$ cat src/hdl/ufsc_pkg.sv
// Shared types and constants for the union-find table block.
`default_nettype none
package ufsc_pkg;
   localparam int ENTRY_W = 10;
   localparam int STEP_W  = 10;

   typedef logic signed [ENTRY_W-1:0] entry_type;
   typedef logic signed [STEP_W-1:0]  step_type;

   localparam logic [1:0] ACT_LOAD  = 2'd0;
   localparam logic [1:0] ACT_UNION = 2'd1;
   localparam logic [1:0] ACT_FIND  = 2'd2;

   localparam step_type  STEP_SAT = 10'sd511;
   localparam entry_type SIZE_MIN = -10'sd512;
endpackage
`default_nettype wire

$ cat src/hdl/ufsc_table.sv
// Parent table RAM: one write port, one read port with registered read data.
`default_nettype none
module ufsc_table #(
   parameter int DEPTH = 256,
   parameter int AW    = 8
) (
   input  wire logic               clock,
   input  wire logic               wr_en,
   input  wire logic [AW-1:0]      wr_addr,
   input  wire ufsc_pkg::entry_type wr_data,
   input  wire logic               rd_en,
   input  wire logic [AW-1:0]      rd_addr,
   output      ufsc_pkg::entry_type rd_data
);
   ufsc_pkg::entry_type mem [DEPTH];
   ufsc_pkg::entry_type rd_data_ff;

   always_ff @(posedge clock) begin
      if (wr_en) begin
         mem[wr_addr] <= wr_data;
      end
      if (rd_en) begin
         rd_data_ff <= mem[rd_addr];
      end
   end

   assign rd_data = rd_data_ff;
endmodule
`default_nettype wire

$ cat src/hdl/union_find_size_compress_top.sv
// Union-find table: load, union by size and find, both with path compression.
// Usage:
//   Input transactions (req_*) carry an action, two node indices and a load
//   value. A load writes one table entry and finishes at once. A union walks
//   both nodes to their roots, rewrites both paths to point at the roots and
//   links the smaller set under the larger one (first node's root wins a
//   tie). A find walks and compresses one path and returns 2*depth-1.
//   Only a find produces a response transaction (rsp_step_count); a broken
//   chain gives 511.
// Stalls: a load or an unused action leaves req_stall low. After a find is
//   accepted, req_stall stays high while it walks and compresses the path,
//   and the response is presented as it drops. A union holds it high while
//   it walks and compresses both paths and, if the roots differ, links them;
//   a broken chain ends early. The single table RAM does at most one read
//   and one write per cycle; a path step writes only while compressing.
// Throughput: one transaction at a time; req_stall is high while one is in
//   progress. A finished result sits in an output register, so a stalled
//   response only holds the block until the next find result is ready.
// Reset clears the sequencer and the response valid; the table contents are
//   undefined until loaded and are not cleared.
`default_nettype none
module union_find_size_compress_top #(
   parameter int NUM_NODES = 256
) (
   input  wire logic                   clock,
   input  wire logic                   reset,
   input  wire logic                   req_valid,
   output      logic                   req_stall,
   input  wire logic [1:0]             req_action,
   input  wire logic [7:0]             req_node_a,
   input  wire logic [7:0]             req_node_b,
   input  wire logic signed [8:0]      req_entry_value,
   output      logic                   rsp_valid,
   input  wire logic                   rsp_stall,
   output      ufsc_pkg::step_type     rsp_step_count
);
   localparam int AW = (NUM_NODES > 1) ? $clog2(NUM_NODES) : 1;
   localparam int DW = $clog2(NUM_NODES + 1);

   typedef enum logic [2:0] {
      S_IDLE,
      S_WALK,
      S_CSTART,
      S_COMPRESS,
      S_LINK_ROOT,
      S_LINK_CHILD,
      S_OUT
   } state_type;

   state_type           state_ff, state_in;
   logic [AW-1:0]       cur_ff, cur_in;
   logic [DW-1:0]       depth_ff, depth_in;
   logic [AW-1:0]       ra_ff, ra_in, rb_ff, rb_in;
   ufsc_pkg::entry_type va_ff, va_in, vb_ff, vb_in;
   logic                phase_b_ff, phase_b_in;
   logic                is_union_ff, is_union_in;
   logic [7:0]          node_a_ff, node_a_in, node_b_ff, node_b_in;
   ufsc_pkg::step_type  count_ff, count_in;
   logic                rsp_valid_ff, rsp_valid_in;
   ufsc_pkg::step_type  rsp_count_ff, rsp_count_in;

   logic                mem_we, mem_re;
   logic [AW-1:0]       mem_waddr, mem_raddr;
   ufsc_pkg::entry_type mem_wdata, rdata;

   logic [AW-1:0]       root_sel, winner, loser, next_idx;
   logic signed [10:0]  size_sum;
   ufsc_pkg::entry_type size_sat;
   ufsc_pkg::step_type  depth_count;
   logic                a_in_range, b_in_range;

   ufsc_table #(.DEPTH(NUM_NODES), .AW(AW)) u_table (
      .clock   (clock),
      .wr_en   (mem_we),
      .wr_addr (mem_waddr),
      .wr_data (mem_wdata),
      .rd_en   (mem_re),
      .rd_addr (mem_raddr),
      .rd_data (rdata)
   );

   always_comb begin
      root_sel   = phase_b_ff ? rb_ff : ra_ff;
      winner     = (va_ff <= vb_ff) ? ra_ff : rb_ff;
      loser      = (va_ff <= vb_ff) ? rb_ff : ra_ff;
      next_idx   = AW'($unsigned(rdata));
      size_sum   = {va_ff[9], va_ff} + {vb_ff[9], vb_ff};
      size_sat   = (size_sum < -11'sd512) ? ufsc_pkg::SIZE_MIN : size_sum[9:0];
      a_in_range = int'(req_node_a) < NUM_NODES;
      b_in_range = int'(node_b_ff) < NUM_NODES;
      if (int'(depth_ff) >= 256) begin
         depth_count = ufsc_pkg::STEP_SAT;
      end else begin
         depth_count = (10'(depth_ff) << 1) - 10'sd1;
      end
   end

   always_comb begin
      state_in     = state_ff;
      cur_in       = cur_ff;
      depth_in     = depth_ff;
      ra_in        = ra_ff;
      rb_in        = rb_ff;
      va_in        = va_ff;
      vb_in        = vb_ff;
      phase_b_in   = phase_b_ff;
      is_union_in  = is_union_ff;
      node_a_in    = node_a_ff;
      node_b_in    = node_b_ff;
      count_in     = count_ff;
      rsp_count_in = rsp_count_ff;
      rsp_valid_in = rsp_valid_ff && rsp_stall;
      mem_we       = 1'b0;
      mem_waddr    = cur_ff;
      mem_wdata    = ufsc_pkg::ENTRY_W'(root_sel);
      mem_re       = 1'b0;
      mem_raddr    = cur_ff;

      case (state_ff)
         S_IDLE: begin
            if (req_valid) begin
               node_a_in   = req_node_a;
               node_b_in   = req_node_b;
               is_union_in = (req_action == ufsc_pkg::ACT_UNION);
               case (req_action)
                  ufsc_pkg::ACT_LOAD: begin
                     if (a_in_range) begin
                        mem_we    = 1'b1;
                        mem_waddr = AW'(req_node_a);
                        mem_wdata = {req_entry_value[8], req_entry_value};
                     end
                  end
                  ufsc_pkg::ACT_UNION, ufsc_pkg::ACT_FIND: begin
                     if (!a_in_range) begin
                        if (req_action == ufsc_pkg::ACT_FIND) begin
                           count_in = ufsc_pkg::STEP_SAT;
                           state_in = S_OUT;
                        end
                     end else begin
                        cur_in     = AW'(req_node_a);
                        depth_in   = '0;
                        phase_b_in = 1'b0;
                        mem_re     = 1'b1;
                        mem_raddr  = AW'(req_node_a);
                        state_in   = S_WALK;
                     end
                  end
                  default: begin
                  end
               endcase
            end
         end
         S_WALK: begin
            if (rdata[9]) begin
               if (!phase_b_ff) begin
                  ra_in    = cur_ff;
                  va_in    = rdata;
                  count_in = depth_count;
               end else begin
                  rb_in = cur_ff;
                  vb_in = rdata;
               end
               if (is_union_ff && !phase_b_ff) begin
                  if (!b_in_range) begin
                     state_in = S_IDLE;
                  end else begin
                     cur_in     = AW'(node_b_ff);
                     depth_in   = '0;
                     phase_b_in = 1'b1;
                     mem_re     = 1'b1;
                     mem_raddr  = AW'(node_b_ff);
                  end
               end else begin
                  cur_in     = AW'(node_a_ff);
                  phase_b_in = 1'b0;
                  state_in   = S_CSTART;
               end
            end else if (int'(depth_ff) >= NUM_NODES || int'(rdata) >= NUM_NODES) begin
               if (is_union_ff) begin
                  state_in = S_IDLE;
               end else begin
                  count_in = ufsc_pkg::STEP_SAT;
                  state_in = S_OUT;
               end
            end else begin
               cur_in    = next_idx;
               depth_in  = depth_ff + DW'(1);
               mem_re    = 1'b1;
               mem_raddr = next_idx;
            end
         end
         S_CSTART: begin
            if (cur_ff == root_sel) begin
               if (is_union_ff && !phase_b_ff) begin
                  phase_b_in = 1'b1;
                  cur_in     = AW'(node_b_ff);
               end else if (is_union_ff) begin
                  state_in = (ra_ff == rb_ff) ? S_IDLE : S_LINK_ROOT;
               end else begin
                  state_in = S_OUT;
               end
            end else begin
               mem_re    = 1'b1;
               mem_raddr = cur_ff;
               state_in  = S_COMPRESS;
            end
         end
         S_COMPRESS: begin
            mem_we    = 1'b1;
            mem_waddr = cur_ff;
            mem_wdata = ufsc_pkg::ENTRY_W'(root_sel);
            cur_in    = next_idx;
            if (next_idx == root_sel) begin
               state_in = S_CSTART;
            end else begin
               mem_re    = 1'b1;
               mem_raddr = next_idx;
            end
         end
         S_LINK_ROOT: begin
            mem_we    = 1'b1;
            mem_waddr = winner;
            mem_wdata = size_sat;
            state_in  = S_LINK_CHILD;
         end
         S_LINK_CHILD: begin
            mem_we    = 1'b1;
            mem_waddr = loser;
            mem_wdata = ufsc_pkg::ENTRY_W'(winner);
            state_in  = S_IDLE;
         end
         S_OUT: begin
            if (!rsp_valid_ff || !rsp_stall) begin
               rsp_valid_in = 1'b1;
               rsp_count_in = count_ff;
               state_in     = S_IDLE;
            end
         end
         default: begin
            state_in = S_IDLE;
         end
      endcase
   end

   always_ff @(posedge clock) begin
      if (reset) begin
         state_ff     <= S_IDLE;
         rsp_valid_ff <= 1'b0;
      end else begin
         state_ff     <= state_in;
         rsp_valid_ff <= rsp_valid_in;
      end
      cur_ff       <= cur_in;
      depth_ff     <= depth_in;
      ra_ff        <= ra_in;
      rb_ff        <= rb_in;
      va_ff        <= va_in;
      vb_ff        <= vb_in;
      phase_b_ff   <= phase_b_in;
      is_union_ff  <= is_union_in;
      node_a_ff    <= node_a_in;
      node_b_ff    <= node_b_in;
      count_ff     <= count_in;
      rsp_count_ff <= rsp_count_in;
   end

   assign req_stall      = (state_ff != S_IDLE);
   assign rsp_valid      = rsp_valid_ff;
   assign rsp_step_count = rsp_count_ff;
endmodule
`default_nettype wire
$ cat config.mk
export PLATFORM = sky130hd
export DESIGN_NAME = union_find_size_compress_top
export DESIGN_NICKNAME = d
export VERILOG_FILES = /design/src/hdl/ufsc_pkg.sv /design/src/hdl/ufsc_table.sv /design/src/hdl/union_find_size_compress_top.sv
export SDC_FILE = /design/constraint.sdc
export NUM_CORES = 2
export LEC_CHECK = 0
export ABC_AREA = 0
export ABC_CLOCK_PERIOD_IN_PS = 16800
export BUFFER_PORTS_ARGS = -buffer_cell sky130_fd_sc_hd__clkbuf_2
export CORE_UTILIZATION = 30
export CTS_CLUSTER_DIAMETER = 120
export CTS_CLUSTER_SIZE = 30
export DETAILED_ROUTE_END_ITERATION = 10
export GPL_ROUTABILITY_DRIVEN = 0
export GPL_TIMING_DRIVEN = 1
export PLACE_DENSITY_LB_ADDON = 0.3
export SLEW_MARGIN = 20
export SYNTH_ARGS = -nofsm -noshare
export SYNTH_HDL_FRONTEND = slang
export SYNTH_SLANG_ARGS = --single-unit
$ cat constraint.sdc
create_clock -name clock -period 16.8 [get_ports clock]
set_input_delay 3.36 -clock clock [delete_from_list [all_inputs] [get_ports clock]]
set_output_delay 3.36 -clock clock [all_outputs]
set_load 0.005 [all_outputs]
==> results by group <==
Clock tree
  – Clk sinks: 2661
  – # hold bufs at CTS: 0
  – CTS tree: yes
  – CTS Buffer Depth: 3
  – Post_cts resized: 0
  – CTS root buffer: clkbuf_16
  – Worst-skew pair later-pin latency: 840 ps
  – CTS buffer count: 101
  – Postcts setup bufs: 0
  – H-tree depth: 3
  – Worst-path clk slew: 120 ps

Timing
  – Final Max Tran Viols: 0
  – Final period demand of the worst path: 10360 ps
  – Worst-case clock skew: 93.5 ps
  – Final worst slack: 6440 ps
  – Maximum clock frequency: 96.5 MHz
  – RSZ-0062 raised after global routing: false
  – Number of hold violations in the final report: 0
  – Setup_tns: 0 ps
  – Final setup vio count: 0
  – Final worst-path cycle share: 61.7%
  – Worst-Margin Slew: 1210 ps
  – Slew HR: 18.6%

Critical path
  – Crit start category: input pin
  – Delay-heaviest family, CP: simple AND/OR/NAND/NOR gates
  – Worst Path Required: 17340 ps
  – Crit-path max FO: 69
  – CP cell instances: clkbuf_2 > inv_1 > ha_1 > nand2_1 > mux2i_1 > o21ai_0 > a311o_2 > buf_12 > buf_4 > buf_4 > mux2i_1 > o22ai_1 > o41ai_1 > nand4_1 > nor3_1 > nor4_1
  – CP max-delay cell: o41ai_1
  – CP Data Arrival Time: 10900 ps
  – Slowest Stage Delay on Critical Path: 1000 ps
  – Critical path type: in -> reg
  – CP Capture Type: flip-flop
  – Critical path buffer and inverter count: 5

Synth
  – Ys flop type: edfxtp_1
  – Post-synth EDFFs: 2657
  – Synthesized instance count: 6441
  – Syn Area/Cell: 16.5 um^2
  – Yosys warns: 0
  – Post-synthesis net count: 6496
  – Synth Cell Area: 0.106 mm^2
  – Post-synthesis sequential area ratio: 75.2%
  – Unique masters post-synth: 86
  – Post-synthesis register bit count: 2661
  – Async S/R FF share, synth: 0%

Layout
  – Storage element area: 0.0799 mm^2
  – Fin util: 33.1%
  – Multi-input logic area: 0.0248 mm^2
  – Most common cell after layout, fill and taps aside: edfxtp_1
  – Most frequent cells in the layout: edfxtp_1, nand2_1, mux2i_1, buf_4, a21oi_1
  – Area grow syn2layout: 9.87%
  – Fillers: 33900
  – Layout cells sized above 1: 14.2%
  – Final nets: 6593

Die
  – Die area: 0.356 mm^2
  – Row cnt: 218
  – Core Region: 0.352 mm^2
  – # IOs: 43
  – Initial Util: 30.1%
  – Chip height: 597 um
  – Die width: 597 um

Outcome
  – Status: finished, final reports clean

GRT
  – GR Util All Layers: 17.8%
  – Initial antenna violation count: 18
  – Total congestion overflow: 0
  – Vias in the first global route: 58200
  – Pin count of the biggest net entering global routing: 199
  – First-pass GRT wire length: 457 mm

Place
  – DP HPWL: 203 mm
  – Pre-CTS WS: 5700 ps
  – Port bufs: 41

Detailed routing
  – Routed WL: 326 mm
  – Wire length per cell: 28.9 um
  – Final ANT Viol Nets: 0
  – TritonRoute pass-1 iters: 8
  – Via/cell ratio: 5.36
  – Iter 0 DRT Violations: 7682
  – # DRC: 0
  – Via Count: 60500

Hold path
  – Tightest Hold Check Type: reg -> reg

Flow run
  – Max-cap violations: 0
## routing by layer
metal	wire [um]	global-route usage [%]
met5	66	0
met4	10600	5.15
met3	26900	2.73
met2	150000	28.3
met1	138000	25.2
## logic make-up after synthesis
group	count (synthesis)	share of synthesized area [%]
flops	2661	75.2
compound gates	844	5.17
other cells	1	0.00353
buf+inv	439	2.18
mux	639	9.25
fa+ha+maj	24	0.290
xor+xnor	40	0.330
simple gates	1793	7.57
## stage by stage
stage | std cells | cell area, um^2 | hold WS [ps]
after floorplan | 6441 | 106000 | 400
after global placement | 11200 | 113000 | 405
after detailed placement | 11200 | 114000 | 405
after CTS | 11300 | 116000 | 432
after global routing | 11300 | 117000 | 438
final | 11300 | 117000 | 432
## cell usage after synthesis (all sizes together), types with 5 or more instances
library cell,instances,share of area [%]
nand3,213,1.0
buf,234,1.5
nand2,925,3.3
a31oi,70,0.41
o21ai,41,0.20
or4,5,0.042
mux4,271,5.7
o21a,7,0.049
xor2,9,0.074
edfxtp,2657,75
xnor2,31,0.26
nand4,101,0.59
inv,26,0.092
a221oi,5,0.041
nor3,241,1.1
mux2i,368,3.5
and3,39,0.23
nor2b,10,0.059
a22oi,145,1.0
a2bb2oi,7,0.058
o31a,13,0.11
and2,13,0.077
a31o,7,0.058
o221ai,7,0.058
a21oi,305,1.4
o41ai,18,0.15
nand2b,8,0.047
o211ai,5,0.040
clkbuf,177,0.63
a211oi,16,0.11
o32ai,5,0.041
o21bai,5,0.035
nor2,142,0.51
o22ai,103,0.61
a32oi,43,0.35
ha,23,0.27
nor4,80,0.48
a311oi,8,0.088
## state kept, by name (all words and copies together) (netlist names)
signal and cells:
phase_b_ff 1, node_b_ff 8, rsp_step_count 9, node_a_ff 8
rb_ff 8, u_table.mem 2560, state_ff 3, u_table.rd_data 10
count_ff 9, depth_ff 9, is_union_ff 1, va_ff 9
rsp_valid 1, ra_ff 8, vb_ff 9, cur_ff 8
## cell type report
| class | instances | area share, % |
|---|---|---|
| clock inverters | 13 | 0.226 |
| repair buffers | 405 | 2.70 |
| flip-flops and latches | 2661 | 68.4 |
| diodes | 4 | 0.00858 |
| clock buffers | 108 | 2.21 |
| multi-input cells | 3341 | 21.2 |
| well taps | 4730 | 5.07 |
| inverters | 28 | 0.0901 |
## final timing paths
kind | startpoint | to | slack [ps] | cells past startpoint
worst max-delay path | req_action[1] | u_table.rd_data[4]$_DFFE_PP_ | 6440 | 16
worst min-delay path | count_ff[5]$_SDFFCE_PP1P_ | rsp_step_count[5]$_DFFE_PP_ | 430 | 0
worst max register to register | phase_b_ff$_SDFFCE_PN0P_ | u_table.rd_data[4]$_DFFE_PP_ | 7960 | 14
worst min register to register | count_ff[5]$_SDFFCE_PP1P_ | rsp_step_count[5]$_DFFE_PP_ | 430 | 0
Power is left out: the tool's default activity adds up to more than one toggle a clock period on the data nets, which glitch-free logic cannot reach.
